File: src/sv/cbc_pkg.sv
// Shared types, constants and helpers of the comment and blank classifier.
package cbc_pkg;

  localparam int LINE_BITS   = 24;
  localparam int COLUMN_BITS = 16;

  // Packed result payload on the output stream.
  localparam int TDATA_BITS = 8 + LINE_BITS + COLUMN_BITS;
  localparam int TDATA_W    = ((TDATA_BITS + 7) / 8) * 8;
  localparam int TUSER_W    = 3;

  localparam int QUEUE_DEPTH = 4;
  localparam int QUEUE_AW    = $clog2(QUEUE_DEPTH);

  localparam logic [7:0] CH_NEWLINE = 8'h0A;
  localparam logic [7:0] CH_SPACE   = 8'h20;
  localparam logic [7:0] CH_SLASH   = 8'h2F;
  localparam logic [7:0] CH_STAR    = 8'h2A;

  typedef enum logic [1:0] {
    KIND_SIG   = 2'd0,
    KIND_BLANK = 2'd1,
    KIND_LINE  = 2'd2,
    KIND_BLOCK = 2'd3
  } kind_e;

  typedef struct packed {
    logic [7:0]             ch;
    kind_e                  kind;
    logic [LINE_BITS-1:0]   line;
    logic [COLUMN_BITS-1:0] col;
    logic                   unterm;
    logic                   last;
  } result_t;

  // One or two results caused by a single input byte.
  typedef struct packed {
    logic    two;
    result_t r0;
    result_t r1;
  } pair_t;

  function automatic logic [COLUMN_BITS-1:0] col_inc(input logic [COLUMN_BITS-1:0] c);
    col_inc = (c == {COLUMN_BITS{1'b1}}) ? c : c + 1'b1;
  endfunction

  function automatic logic [LINE_BITS-1:0] line_inc(input logic [LINE_BITS-1:0] l);
    line_inc = (l == {LINE_BITS{1'b1}}) ? l : l + 1'b1;
  endfunction

endpackage

File: src/sv/cbc_front.sv
// Front end: accepts text bytes, runs the scan state machine and builds result pairs.
module cbc_front (
  input  logic            clk_i,
  input  logic            rst_ni,
  input  logic            s_valid_i,
  output logic            s_ready_o,
  input  logic [7:0]      byte_i,
  input  logic            eot_i,
  input  logic            full_i,
  output logic            push_o,
  output cbc_pkg::pair_t  pair_o
);

  localparam logic [2:0] MODE_NORMAL     = 3'd0;
  localparam logic [2:0] MODE_HELD       = 3'd1;
  localparam logic [2:0] MODE_LINE       = 3'd2;
  localparam logic [2:0] MODE_BLOCK      = 3'd3;
  localparam logic [2:0] MODE_BLOCK_STAR = 3'd4;

  logic [2:0]                      mode_q, mode_d;
  logic [cbc_pkg::LINE_BITS-1:0]   line_q, line_d;
  logic [cbc_pkg::COLUMN_BITS-1:0] col_q, col_d;
  logic [cbc_pkg::COLUMN_BITS-1:0] held_q, held_d;
  logic [1:0]                      cnt;
  logic                            accept;
  logic                            is_nl;
  logic                            is_cont;
  cbc_pkg::kind_e                  norm_kind;
  cbc_pkg::pair_t                  pair;

  assign s_ready_o = !full_i;
  assign accept    = s_valid_i && s_ready_o;
  assign is_nl     = (byte_i == cbc_pkg::CH_NEWLINE);
  assign is_cont   = (byte_i[7:6] == 2'b10);
  assign norm_kind = (byte_i <= cbc_pkg::CH_SPACE) ? cbc_pkg::KIND_BLANK : cbc_pkg::KIND_SIG;

  always_comb begin
    mode_d = mode_q;
    line_d = line_q;
    col_d  = col_q;
    held_d = held_q;
    cnt    = 2'd1;
    pair.two       = 1'b0;
    pair.r0.ch     = byte_i;
    pair.r0.kind   = cbc_pkg::KIND_SIG;
    pair.r0.line   = line_q;
    pair.r0.col    = col_q;
    pair.r0.unterm = 1'b0;
    pair.r0.last   = 1'b0;
    pair.r1        = pair.r0;

    unique case (mode_q)
      MODE_HELD: begin
        // The held slash always goes out first, at the column where it started.
        pair.r0.ch  = cbc_pkg::CH_SLASH;
        pair.r0.col = held_q;
        cnt         = 2'd2;
        if (byte_i == cbc_pkg::CH_SLASH) begin
          pair.r0.kind = cbc_pkg::KIND_LINE;
          pair.r1.kind = cbc_pkg::KIND_LINE;
          col_d        = cbc_pkg::col_inc(col_q);
          mode_d       = MODE_LINE;
        end else if (byte_i == cbc_pkg::CH_STAR) begin
          pair.r0.kind = cbc_pkg::KIND_BLOCK;
          pair.r1.kind = cbc_pkg::KIND_BLOCK;
          col_d        = cbc_pkg::col_inc(col_q);
          mode_d       = MODE_BLOCK;
        end else begin
          pair.r0.kind = cbc_pkg::KIND_SIG;
          pair.r1.kind = norm_kind;
          mode_d       = MODE_NORMAL;
          if (is_nl) begin
            line_d = cbc_pkg::line_inc(line_q);
            col_d  = '0;
          end else begin
            col_d  = cbc_pkg::col_inc(col_q);
          end
        end
      end
      MODE_LINE: begin
        pair.r0.kind = cbc_pkg::KIND_LINE;
        if (is_nl) begin
          line_d = cbc_pkg::line_inc(line_q);
          col_d  = '0;
          mode_d = MODE_NORMAL;
        end else begin
          col_d  = cbc_pkg::col_inc(col_q);
        end
      end
      MODE_BLOCK, MODE_BLOCK_STAR: begin
        pair.r0.kind = cbc_pkg::KIND_BLOCK;
        if (mode_q == MODE_BLOCK_STAR && byte_i == cbc_pkg::CH_SLASH) begin
          mode_d = MODE_NORMAL;
        end else if (byte_i == cbc_pkg::CH_STAR) begin
          mode_d = MODE_BLOCK_STAR;
        end else begin
          mode_d = MODE_BLOCK;
        end
        // Continuation bytes of a multi-byte character share the lead byte's column.
        if (is_nl) begin
          line_d = cbc_pkg::line_inc(line_q);
          col_d  = '0;
        end else if (!is_cont) begin
          col_d  = cbc_pkg::col_inc(col_q);
        end
      end
      default: begin
        if (byte_i == cbc_pkg::CH_SLASH && !eot_i) begin
          held_d = col_q;
          col_d  = cbc_pkg::col_inc(col_q);
          mode_d = MODE_HELD;
          cnt    = 2'd0;
        end else begin
          pair.r0.kind = norm_kind;
          mode_d       = MODE_NORMAL;
          if (is_nl) begin
            line_d = cbc_pkg::line_inc(line_q);
            col_d  = '0;
          end else begin
            col_d  = cbc_pkg::col_inc(col_q);
          end
        end
      end
    endcase

    pair.two = (cnt == 2'd2);

    if (eot_i) begin
      if (pair.two) begin
        pair.r1.last   = 1'b1;
        pair.r1.unterm = (mode_d == MODE_BLOCK) || (mode_d == MODE_BLOCK_STAR);
      end else begin
        pair.r0.last   = 1'b1;
        pair.r0.unterm = (mode_d == MODE_BLOCK) || (mode_d == MODE_BLOCK_STAR);
      end
      // The next byte starts a fresh text.
      mode_d = MODE_NORMAL;
      line_d = '0;
      col_d  = '0;
      held_d = '0;
    end
  end

  assign push_o = accept && (cnt != 2'd0);
  assign pair_o = pair;

  always_ff @(posedge clk_i or negedge rst_ni) begin
    if (!rst_ni) begin
      mode_q <= MODE_NORMAL;
      line_q <= '0;
      col_q  <= '0;
      held_q <= '0;
    end else if (accept) begin
      mode_q <= mode_d;
      line_q <= line_d;
      col_q  <= col_d;
      held_q <= held_d;
    end
  end

endmodule

File: src/sv/cbc_queue.sv
// Short queue of result pairs between the front end and the output stage.
module cbc_queue (
  input  logic            clk_i,
  input  logic            rst_ni,
  input  logic            push_i,
  input  cbc_pkg::pair_t  wdata_i,
  output logic            full_o,
  input  logic            pop_i,
  output cbc_pkg::pair_t  rdata_o,
  output logic            empty_o
);

  localparam logic [cbc_pkg::QUEUE_AW:0] DEPTH_C = (cbc_pkg::QUEUE_AW + 1)'(cbc_pkg::QUEUE_DEPTH);

  cbc_pkg::pair_t                  mem_q [cbc_pkg::QUEUE_DEPTH];
  logic [cbc_pkg::QUEUE_AW-1:0]    wr_q, rd_q;
  logic [cbc_pkg::QUEUE_AW:0]      count_q;
  logic                            do_push, do_pop;

  assign full_o  = (count_q == DEPTH_C);
  assign empty_o = (count_q == '0);
  assign do_push = push_i && !full_o;
  assign do_pop  = pop_i && !empty_o;
  assign rdata_o = mem_q[rd_q];

  always_ff @(posedge clk_i or negedge rst_ni) begin
    if (!rst_ni) begin
      wr_q    <= '0;
      rd_q    <= '0;
      count_q <= '0;
    end else begin
      if (do_push) begin
        wr_q <= wr_q + 1'b1;
      end
      if (do_pop) begin
        rd_q <= rd_q + 1'b1;
      end
      if (do_push && !do_pop) begin
        count_q <= count_q + 1'b1;
      end else if (do_pop && !do_push) begin
        count_q <= count_q - 1'b1;
      end
    end
  end

  always_ff @(posedge clk_i) begin
    if (do_push) begin
      mem_q[wr_q] <= wdata_i;
    end
  end

endmodule

File: src/sv/cbc_back.sv
// Output stage: unpacks result pairs and presents one result a cycle while the receiver is ready.
module cbc_back (
  input  logic              clk_i,
  input  logic              rst_ni,
  input  logic              empty_i,
  input  cbc_pkg::pair_t    rdata_i,
  output logic              pop_o,
  output logic              m_valid_o,
  input  logic              m_ready_i,
  output cbc_pkg::result_t  res_o
);

  logic              out_valid_q;
  logic              pend_q;
  cbc_pkg::result_t  out_q;
  cbc_pkg::result_t  second_q;
  logic              adv;

  assign adv       = !out_valid_q || m_ready_i;
  assign pop_o     = adv && !pend_q && !empty_i;
  assign m_valid_o = out_valid_q;
  assign res_o     = out_q;

  always_ff @(posedge clk_i or negedge rst_ni) begin
    if (!rst_ni) begin
      out_valid_q <= 1'b0;
      pend_q      <= 1'b0;
    end else if (adv) begin
      if (pend_q) begin
        out_valid_q <= 1'b1;
        pend_q      <= 1'b0;
      end else if (!empty_i) begin
        out_valid_q <= 1'b1;
        pend_q      <= rdata_i.two;
      end else begin
        out_valid_q <= 1'b0;
      end
    end
  end

  always_ff @(posedge clk_i) begin
    if (adv) begin
      if (pend_q) begin
        out_q <= second_q;
      end else if (!empty_i) begin
        out_q    <= rdata_i.r0;
        second_q <= rdata_i.r1;
      end
    end
  end

endmodule

File: src/sv/comment_and_blank_classifier_top.sv
// Top level of the comment and blank classifier.
//
// Input stream: one source byte per request on s_axis_tdata, with s_axis_tlast
// marking the final byte of a text. Output stream: one classified byte per
// request, with its line and column, its kind and an unterminated flag in
// tuser, and m_axis_tlast on the last result caused by the final byte.
// A byte is taken every cycle while the internal four-entry pair queue has
// room. Most bytes give one result; a slash in normal text that is not the
// final byte is held until the next byte, and the byte after a held slash
// gives two results, which leave one after the other, so output runs at one
// result per cycle while the receiver is ready. Output valid rises after the
// input request is taken: the pair is written into the queue, then moved into
// the output register.
// When the receiver stalls, the output register holds its result,
// the queue fills and s_axis_tready drops once the queue is full.
// Reset clears the scan state to normal text at line 0, column 0, and
// empties the queue and the output stage.
module comment_and_blank_classifier_top (
  input  logic                        clk_i,
  input  logic                        rst_ni,
  input  logic                        s_axis_tvalid,
  output logic                        s_axis_tready,
  input  logic [7:0]                  s_axis_tdata,   // [7:0] text_byte
  input  logic                        s_axis_tlast,   // end_of_text
  output logic                        m_axis_tvalid,
  input  logic                        m_axis_tready,
  // From bit 0 up: out_byte, line_number, column_number.
  output logic [cbc_pkg::TDATA_W-1:0] m_axis_tdata,
  output logic [cbc_pkg::TUSER_W-1:0] m_axis_tuser,   // kind [1:0], unterminated [2]
  output logic                        m_axis_tlast    // final_result
);

  logic              push, full, pop, empty;
  cbc_pkg::pair_t    wpair, rpair;
  cbc_pkg::result_t  res;

  cbc_front u_front (
    .clk_i     (clk_i),
    .rst_ni    (rst_ni),
    .s_valid_i (s_axis_tvalid),
    .s_ready_o (s_axis_tready),
    .byte_i    (s_axis_tdata),
    .eot_i     (s_axis_tlast),
    .full_i    (full),
    .push_o    (push),
    .pair_o    (wpair)
  );

  cbc_queue u_queue (
    .clk_i   (clk_i),
    .rst_ni  (rst_ni),
    .push_i  (push),
    .wdata_i (wpair),
    .full_o  (full),
    .pop_i   (pop),
    .rdata_o (rpair),
    .empty_o (empty)
  );

  cbc_back u_back (
    .clk_i     (clk_i),
    .rst_ni    (rst_ni),
    .empty_i   (empty),
    .rdata_i   (rpair),
    .pop_o     (pop),
    .m_valid_o (m_axis_tvalid),
    .m_ready_i (m_axis_tready),
    .res_o     (res)
  );

  assign m_axis_tdata = cbc_pkg::TDATA_W'({res.col, res.line, res.ch});
  assign m_axis_tuser = {res.unterm, res.kind};
  assign m_axis_tlast = res.last;

endmodule

File: config.mk
export PLATFORM = sky130hd
export DESIGN_NAME = comment_and_blank_classifier_top
export DESIGN_NICKNAME = d
export VERILOG_FILES = /design/src/sv/cbc_pkg.sv /design/src/sv/cbc_front.sv /design/src/sv/cbc_queue.sv /design/src/sv/cbc_back.sv /design/src/sv/comment_and_blank_classifier_top.sv
export SDC_FILE = /design/constraint.sdc
export NUM_CORES = 1
export LEC_CHECK = 0
export CAP_MARGIN = 20
export CORE_MARGIN = 2
export CORE_UTILIZATION = 55
export DETAILED_ROUTE_END_ITERATION = 12
export DONT_BUFFER_PORTS = 1
export PLACE_DENSITY_LB_ADDON = 0.2
export SLEW_MARGIN = 5
export SYNTH_ARGS = -nofsm -noshare
export SYNTH_HDL_FRONTEND = slang
export SYNTH_HIERARCHICAL = 1
export SYNTH_SLANG_ARGS = --single-unit
File: constraint.sdc
create_clock -name clk_i -period 5.45 [get_ports clk_i]
set_input_delay 0.8175 -clock clk_i [delete_from_list [all_inputs] [get_ports clk_i]]
set_output_delay 0.8175 -clock clk_i [all_outputs]
set_load 0.1 [all_outputs]
; Yosys cells after proc, flatten, opt, wreduce, memory -nomap -nowiden
; Memory sizes are Yosys's and may differ from the RTL's.
; Index checks and enable logic that the tools add are counted.
[op_classes]
bitwise = 2
n_mux = 53
n_eq_ne = 20
n_reduce_logical = 31
order_cmp = 1
add_sub_neg = 6
[ops]
columns = operator, n
row1 = 16-bit 2-to-1 mux, 12
row2 = 24-bit 2-to-1 mux, 6
row3 = 52-bit 2-to-1 mux, 2
row4 = 16-bit one-hot mux with 3 select lines, 1
row5 = 24-bit one-hot mux with 2 select lines, 1
row6 = "24-bit by 1-bit adder with 24-bit output, second input constant", 1
row7 = "24-bit == test, second input constant", 1
row8 = 2-bit 2-to-1 mux, 11
row9 = 3-bit 2-to-1 mux, 7
row10 = "16-bit by 1-bit adder with 16-bit output, second input constant", 1
row11 = "16-bit == test, second input constant", 1
row12 = "8-bit by 6-bit == test with 1-bit output, second input constant", 2
row13 = 1-bit logical AND, 10
row14 = "3-bit by 2-bit == test with 1-bit output, second input constant", 3
row15 = "3-bit == test, second input constant", 3
row16 = 1-bit 2-to-1 mux, 9
row17 = 3-bit one-hot mux with 3 select lines, 1
row18 = "8-bit by 4-bit == test with 1-bit output, second input constant", 1
row19 = "8-bit by 6-bit <= comparator with 1-bit output, second input constant", 1
row20 = 8-bit 2-to-1 mux, 1
row21 = 1-bit zero test, 7
row22 = "3-bit != test, second input constant", 2
row23 = 2-bit one-hot mux with 3 select lines, 1
row24 = 3-bit AND reduction, 2
row25 = other kinds (19), 26
[totals]
mem_bits_rw = 420
mem_count = 1
reg_bits = 172
[memory_table]
columns = name, depth, width, read_ports, rd_clocked_by_memory_dff, write_ports, line
row1 = u_queue.mem_q, 4, 105, 1, 0, 1, cbc_queue.sv:15  ; cbc_pkg::pair_t mem_q [cbc_pkg::QUEUE_DEPTH];

; Logic depth before layout (Yosys ltp)
; Gate-level depths: netlist (run 1).
[logic_depth]
ltp_word = 11
ltp_mapped = 13

; Modules after synthesis
; The synthesis (run 1) kept the hierarchy.
[modules_own_cells]
columns = module, area_per_inst_um2, n_inst, seq_area_each_um2, cells_each
row1 = cbc_queue, 15543.7, 1, 12787.3, 585
row2 = cbc_back, 3871.2, 1, 3173.0, 174
row3 = cbc_front, 3786.1, 1, 1476.4, 397

; Worst setup path after synthesis (run 1)
; Ideal clock, no wire load.
[synth_path]
path_kind = reg-to-reg
startpoint = reg u_back.out_valid_q, in the netlist u_back/m_valid_o
endpoint = reg u_back/second_q[0] (netlist bit) (enable)
path_stages_with_launch = 3
slack_ns = 0.329
setup_time_ns = 0.526
n_path_buf = 0
arrival_ns = 4.594
t_required_ns = 4.924
path_cell_list = dfrtp_1 -> nor2b_1 -> nor3_1
[synth_via]
elab_chain_cells = 3
[synth_lines]
columns = item, line
row1 = start: declaration, cbc_back.sv:13  ; logic out_valid_q;
row2 = start signal: assignment, cbc_back.sv:26  ; out_valid_q <= 1'b0;
row3 = start signal: assignment, cbc_back.sv:30  ; out_valid_q <= 1'b1;
row4 = start signal: assignment, cbc_back.sv:33  ; out_valid_q <= 1'b1;
row5 = 1-bit zero test, cbc_back.sv:19  ; assign adv = !out_valid_q || m_ready_i;
row6 = 1-bit logical OR, cbc_back.sv:19
row7 = 3-bit AND reduction (no line), --
row8 = end signal: assignment, cbc_back.sv:47  ; second_q <= rdata_i.r1;
row9 = end: declaration, cbc_back.sv:16  ; cbc_pkg::result_t second_q;
; Every way passes these cells.
; A chain may end at the register's enable or synchronous reset.

; Worst setup path in the final report (run 1)
[layout_path]
startpoint = reg u_queue/count_q[2] (netlist bit)
endpoint = mem u_queue/mem_q[1][33] (netlist bit) (enable)
[layout_via]
elab_chain_cells = 7
[layout_lines]
columns = item, line
row1 = start: declaration, cbc_queue.sv:17  ; logic [cbc_pkg::QUEUE_AW:0] count_q;
row2 = start signal: assignment, cbc_queue.sv:39  ; count_q <= count_q + 1'b1;
row3 = start signal: assignment, cbc_queue.sv:41  ; count_q <= count_q - 1'b1;
row4 = 3-bit == test, cbc_queue.sv:20  ; assign full_o = (count_q == DEPTH_C);
row5 = net full, comment_and_blank_classifier_top.sv:33  ; logic push, full, pop, empty;
row6 = 1-bit zero test, cbc_front.sv:31  ; assign s_ready_o = !full_i;
row7 = 1-bit logical AND, cbc_front.sv:32  ; assign accept = s_valid_i && s_ready_o;
row8 = 1-bit logical AND, cbc_front.sv:144  ; assign push_o = accept && (cnt != 2'd0);
row9 = net push, comment_and_blank_classifier_top.sv:33
row10 = 1-bit logical AND, cbc_queue.sv:22  ; assign do_push = push_i && !full_o;
row11 = 1-bit 2-to-1 mux, cbc_queue.sv:47  ; if (do_push) begin
row12 = 1-bit 2-to-1 mux (not written as such), cbc_queue.sv:48  ; mem_q[wr_q] <= wdata_i;
row13 = end: declaration, cbc_queue.sv:15
; The timed path passes the listed nets, and every way through them passes these cells.

==> results of run 1 <==
==> path summary, 6_finish.rpt <==
check | cells after the start | end
min | 1 | u_front/col_q[8]$_DFFE_PN0P_
min in group clk_i | 0 | u_queue/mem_q[1][51]$_DFFE_PP_
max | 6 | u_queue/mem_q[1][33]$_DFFE_PP_
min reg2reg | 1 | u_queue/count_q[2]$_DFFE_PN0P_
max reg2reg | 6 | u_queue/mem_q[1][33]$_DFFE_PP_
max in group asynchronous | 1 | u_queue/rd_q[0]$_DFFE_PN0P_
==> registers in the layout, indices dropped and copies added (netlist names) <==
register          cells
u_queue/mem_q       420
u_back/res_o         52
u_back/second_q      52
u_front/line_q       24
u_front/col_q        16
u_front/held_q       16
u_front/mode_q        3
u_queue/count_q       3
u_queue/rd_q          2
u_queue/wr_q          2
u_back/m_valid_o      1
u_back/pend_q         1
==> through the flow <==
step / hold WS, ns / setup WS, ns / instances
finish: 0.1186 / 2.247 / 1734
global route: 0.1179 / 2.014 / 1734
CTS: 0.09191 / 2.193 / 1733
detailed placement: 0.4659 / 1.704 / 1625
global placement: 0.4618 / 1.775 / 1625
floorplan: 0.4453 / 0.3294 / 1156
==> Yosys cell counts, drive strengths merged, types with 9 or more instances <==
cell and number:
edfxtp 524, mux4 105, mux2 71, dfrtp 68, buf 67, a21oi 32, nand2 27, o21ai 26
or3 24, nor2 20, a22o 16, nand3 16, clkbuf 15, inv 14, nand4 14, and2 13
nand2b 9, or4 9
==> layer usage <==
metal / vias to the layer above / share of wire (%) / GRT usage, % / wire, µm
li1: 4657 / - / - / -
met2: 248 / 48 / 30.68 / 19720
met1: 5420 / 44 / 27.70 / 18150
met4: 0 / 2.0 / 5.665 / 802
met5: - / 0 / 0 / 0
met3: 60 / 5.3 / 3.606 / 2156
==> logic make-up after synthesis <==
logic type,Yosys count
compound gates,106
mux,178
fa+ha+maj,8
simple gates,164
flops,592
buf+inv,97
xor+xnor,11
==> layout by cell type, fill, tap and decap left out, types with 9 or more instances in the layout <==
cell type and n:
or3_1 21, o21ai_0 17, inv_1 13, a21oi_1 24
dfrtp_1 65, a22o_1 16, nand4_1 13, clkbuf_16 59
nand2_1 27, clkbuf_1 20, clkinv_2 10, nand3_1 16
nor2_1 19, buf_4 9, clkinv_1 9, mux4_2 105
mux2_2 70, edfxtp_1 524
==> report_power, final <==
part | internal (µW) | switching, µW
sequential | 6340 | 2060
clock | 2090 | 1590
combinational | 1280 | 1410
total | 9700 | 5060
==> final cells by class <==
class                      instances  area [µm²]  share of cell area, %
sequential                       592       17450                  69.01
multi-input combinational        467        5162                  20.42
clock buffer                      83        1607                  6.355
tap                              539       674.4                  2.668
timing repair buffer              15       190.2                 0.7523
clock inverter                    24       147.6                 0.5840
inverter                          14       52.55                 0.2079
==> timing repair <==
action / 4_1_cts / 5_1_grt
gates resized for setup: 0 / 0
endpoints found under the hold margin: 68 / 0
endpoints found under the setup margin: 0 / 0
hold buffers: 1 / 0
==> run metrics, run 1 <==
status finished clean; via count between 10,000 and 15,000; total power 14,760 µW; Post-Synthesis Cell Area between 20,000 and 25,000 µm²; arrival time of the worst setup path between 3 and 4 ns; CP bufs+invs 1; type of the worst min-delay path in2async; Synth top area share approximately 68%; CTS tree done; cell family with most CP delay simple AND/OR/NAND/NOR gates; first-pass GRT wire length 63.78 mm; All-Layer GR Usage about a fifth; largest net degree at the start of global routing between 70 and 80; Simple-Gate Fraction of Synth Area roughly 4.2%; Final Core Density 60.54%; Synth Area in Compound Gates 3.300%; final net count 1,169; RR Startpoint u_queue/count_q[2]$_DFFE_PN0P_; die area ~44,000 µm²; # rows 75; area leader, netlist edfxtp_1; Post-synth top flop edfxtp_1; Mapped Cells between 1,000 and 1,500; xor and xnor area share after synthesis less than 1%; asr flop ratio synth approximately 11%; Adder-Cell Fraction of Synth Area 0.4638%; crit-path cells nor3b_2 -> and2b_2 -> o21a_1 -> nor2b_1 -> and2_4 -> buf_12; RSZ-0062 raised after global routing no; CTS max path bufs 3; ratio of cells with drive above 1 in the final layout 26.11%; Distinct cells, synth 73; main combinational cell family by area after synthesis multiplexers; Hold Vio Cnt, Final 0; endpoints failing setup 0; clock root buffer clkbuf_16; critical path class reg2reg; f_max ~310 MHz; Clock transition at path regs about 0.070 ns; Layout area overhead 8.957%; Worst Path Required roughly 5.7 ns; global route overflow 0; DPL Wire Length between 20 and 25 mm; Fin Setup TNS 0 ns; placed standard-cell area 23,480 µm²; DRC viols 0; maxcap violations 0; Via density about 6; Max Clock Skew roughly 0.024 ns; Startpoint Class register; Port Buffers 0; initial antenna violation count 0; Routed WL ~40 mm; detail-routed net length per standard cell 23.54 µm; FILL cells slightly below 3,000; Placer Congestion 0.7495; CTS Sinks between 500 and 600; syn_area_per_cell around 20 µm²; PwrDens between 500 and 600 nW/µm²; reg2reg setup slack between 2 and 2.5 ns; worst-path maximum fanout 54; fin crit period between 3 and 4 ns; vias in the first global route between 10,000 and 15,000; # IOs 67; Post-synth EDFFs around 520; register area share after synthesis between 70% and 80%; Routed Antenna Nets 0; final worst-path cycle share 58.77%; worst-margin pin slew around 1 ns; CTS Buf Count 58; YS warnings 6; antenna cells 0; Initial Util 55.56%; Design Area, Final roughly 25,000 µm²; Largest stage delay, worst path between 0.8 and 0.9 ns; Starting DRT DRC Count roughly 870; Leak ~0.0086 µW; main area contributors after synthesis edfxtp_1 68%, mux4_2 10%, dfrtp_1 7.3%; Worst path slowest cell and2_4; 1st-pass router iterations 6; clk_lat worst skew about 0.61 ns; core area ~42,000 µm²; setup bufs post-CTS 0; die width around 210 µm; Die Span Y approximately 210 µm; worst setup path start u_queue/count_q[2]$_DFFE_PN0P_; Max VDD drop approximately 0.00043 V; Max Slew Vio Count 0; flops & latches, synth between 500 and 600; CP Capture Type register; Slew HR between 30% and 40%; synthesized net count approximately 1,200; post-synthesis mux area share between 10 and 15%; H-tree levels 2
No activity file was read; power rests on OpenSTA's default activity.
==> run 2, diff against run 1 <==
==> constraint.sdc (replaced) <==
create_clock -name clk_i -period 2.8 [get_ports clk_i]
set_input_delay 0.42 -clock clk_i [delete_from_list [all_inputs] [get_ports clk_i]]
set_output_delay 0.42 -clock clk_i [all_outputs]
set_load 0.1 [all_outputs]
==> run 2 against run 1 <==
  * Register-to-register slack got worse by 1.9 ns
  * Utilization rose by 1.3 points
  * Fmax rose by 28%
  * Combinational power rose by 130%
  * Worst setup slack got worse by 1.9 ns
  * Final cell count rose by 2.2%
  * Critical path type unchanged
  * Die area did not move
  * Clock power rose by 100%
  * Hold slack got worse by 0.062 ns
  * Flip-flop and latch count did not move
  * Via count rose by 3.2%
==> run metrics, run 2 (synthesized netlist as in run 1, its figures left out) <==
Inst Count DP roughly 1,700; Reg area between 15,000 and 20,000 µm²; via count 10,720; # rows 75; CTS Buf Count 57; type of the worst min-delay path in2reg; RSZ-0062 raised after global routing no; DRC viols 0; CP Capture Type register; Via density between 6 and 7; Max Clock Skew ~0.018 ns; area of the multi-input gates ~5200 µm²; Initial Util around 56%; reg2reg setup slack roughly 0.31 ns; Port Buffers 0; Worst Setup EP u_queue/count_q[2]$_DFFE_PN0P_; commonest non-fill, non-tap cell in the layout edfxtp_1; detail-routed net length per standard cell roughly 24 µm; fin crit period roughly 2.5 ns; Hold WS 0.05621 ns; DPL Wire Length about 23 mm; Routed Antenna Nets 0; CTS max path bufs 3; CTS tree done; endpoints failing setup 0; cts repair resizes 0; core area 41,760 µm²; All-Layer GR Usage 20.20%; Leak 0.008866 µW; largest net degree at the start of global routing 69; Placer Congestion between 0.7 and 0.8; die area roughly 44,000 µm²; Max VDD drop a little over 0.001 V; status finished clean; Layout Cells excl Fill between 1,500 and 2,000; ratio of cells with drive above 1 in the final layout between 20% and 30%; initial antenna violation count 0; Routed WL about 42 mm; worst-margin pin slew 0.9663 ns; # IOs between 60 and 70; PwrDens 1142 nW/µm²; worst reg2reg path depth 10; 1st-pass router iterations 4; max reg flops 420; maxcap violations 0; worst setup path start u_queue/count_q[0]$_DFFE_PN0P_; Starting DRT DRC Count around 800; Top reg by flops u_queue/mem_q; final net count ~1,200; Slew HR ~36%; clock root buffer clkbuf_16; # hold bufs at CTS 11; clk_lat worst skew around 0.60 ns; H-tree levels 2; setup bufs post-CTS 0; final worst slack ~0.31 ns; first-pass GRT wire length about 67 mm; f_max roughly 400 MHz; final worst-path cycle share about nine tenths; Startpoint Class register; RR Startpoint u_queue/count_q[0]$_DFFE_PN0P_; Design Area, Final about 26,000 µm²; placed standard-cell area 23,870 µm²; FILL cells 2,820; die width around 210 µm; antenna cells 0; Reg2Reg Capture Point u_queue/count_q[2]$_DFFE_PN0P_; Max Slew Vio Count 0; Layout area overhead 11.37%; CTS Sinks roughly 600; vias in the first global route 11,220; Fin Setup TNS 0 ns; Worst Path Required around 3.3 ns; critical path class reg2reg; Hold Vio Cnt, Final 0; worst-path maximum fanout 5; Place WS 0.2366 ns; global route overflow 0; Clock transition at path regs 0.06 ns; Die Span Y about 210 µm; most frequent cells in the layout 524 x edfxtp_1, 105 x mux4_2, 70 x mux2_2; arrival time of the worst setup path between 3 and 4 ns
[run 2: cell types whose count changed in the layout (fill, tap and decap cells not counted), sizes merged]
| cell | before | now |
|---|---|---|
| buf | 15 | 43 |
| bufinv | 1 | 3 |
| clkbuf | 83 | 92 |
| clkinv | 19 | 11 |
| dlygate4sd3 | 0 | 10 |
| inv | 17 | 14 |
[run 2: layer usage]
layer  track usage [%]  vias up  share of wire (%)
met1             29.28     5698                 45
li1                  -     4737                  -
met4             6.034        0                2.2
met2             32.24      217                 48
met5                 0        -                  0
met3             3.292       70                4.1
[run 2: area by class of cell]
class                      count  share of cell area [%]
clock inverter                15                  0.6295
tap                          539                   2.610
multi-input combinational    467                   20.00
clock buffer                  92                   6.503
sequential                   592                   67.51
timing repair buffer          53                   2.537
inverter                      14                  0.2034
[run 2: how the worst min path moves through the flow]
| stage | startpoint | end | slack [ns] | cells after the start |
|---|---|---|---|---|
| 6_report | s_axis_tlast | u_front/mode_q[0]$_DFFE_PN0P_ | 0.06 | 2 |
| 5_1_grt | s_axis_tlast | u_front/mode_q[0]$_DFFE_PN0P_ | 0.04 | 2 |
| 4_1_cts | s_axis_tlast | u_front/mode_q[0]$_DFFE_PN0P_ | 0.02 | 2 |
| 3_5_place_dp | rst_ni | u_front/held_q[9]$_DFFE_PN0P_ | 0.13 | 0 |
| 3_3_place_gp | rst_ni | u_front/held_q[10]$_DFFE_PN0P_ | 0.13 | 0 |
| 2_1_floorplan | rst_ni | u_back/m_valid_o$_DFFE_PN0P_ | 0.12 | 0 |
[run 2: per-stage QoR]
stage | power, µW | util, %
floorplan | 20320 | -
global placement | 22180 | 57.16
detailed placement | 22290 | 57.16
CTS | 29840 | 61.88
global route | 30700 | 61.88
finish | 29500 | 61.88
[run 2: where the power goes]
part | switching [µW] | total (µW) | internal [µW]
sequential | 3540 | 15900 | 12300
clock | 3100 | 7470 | 4370
combinational | 3340 | 6170 | 2830
total | 9980 | 29500 | 19500
[run 2: critical path, cell delays in order, from the launching register on]
cell	delay [ns]
dfrtp_1	0.44
or3_1	0.44
inv_1	0.23
nor3_1	0.10
nand2_1	0.14
ha_1	0.19
inv_1	0.06
fa_1	0.37
xor2_1	0.17
nor2_1	0.12
xor2_1	0.16
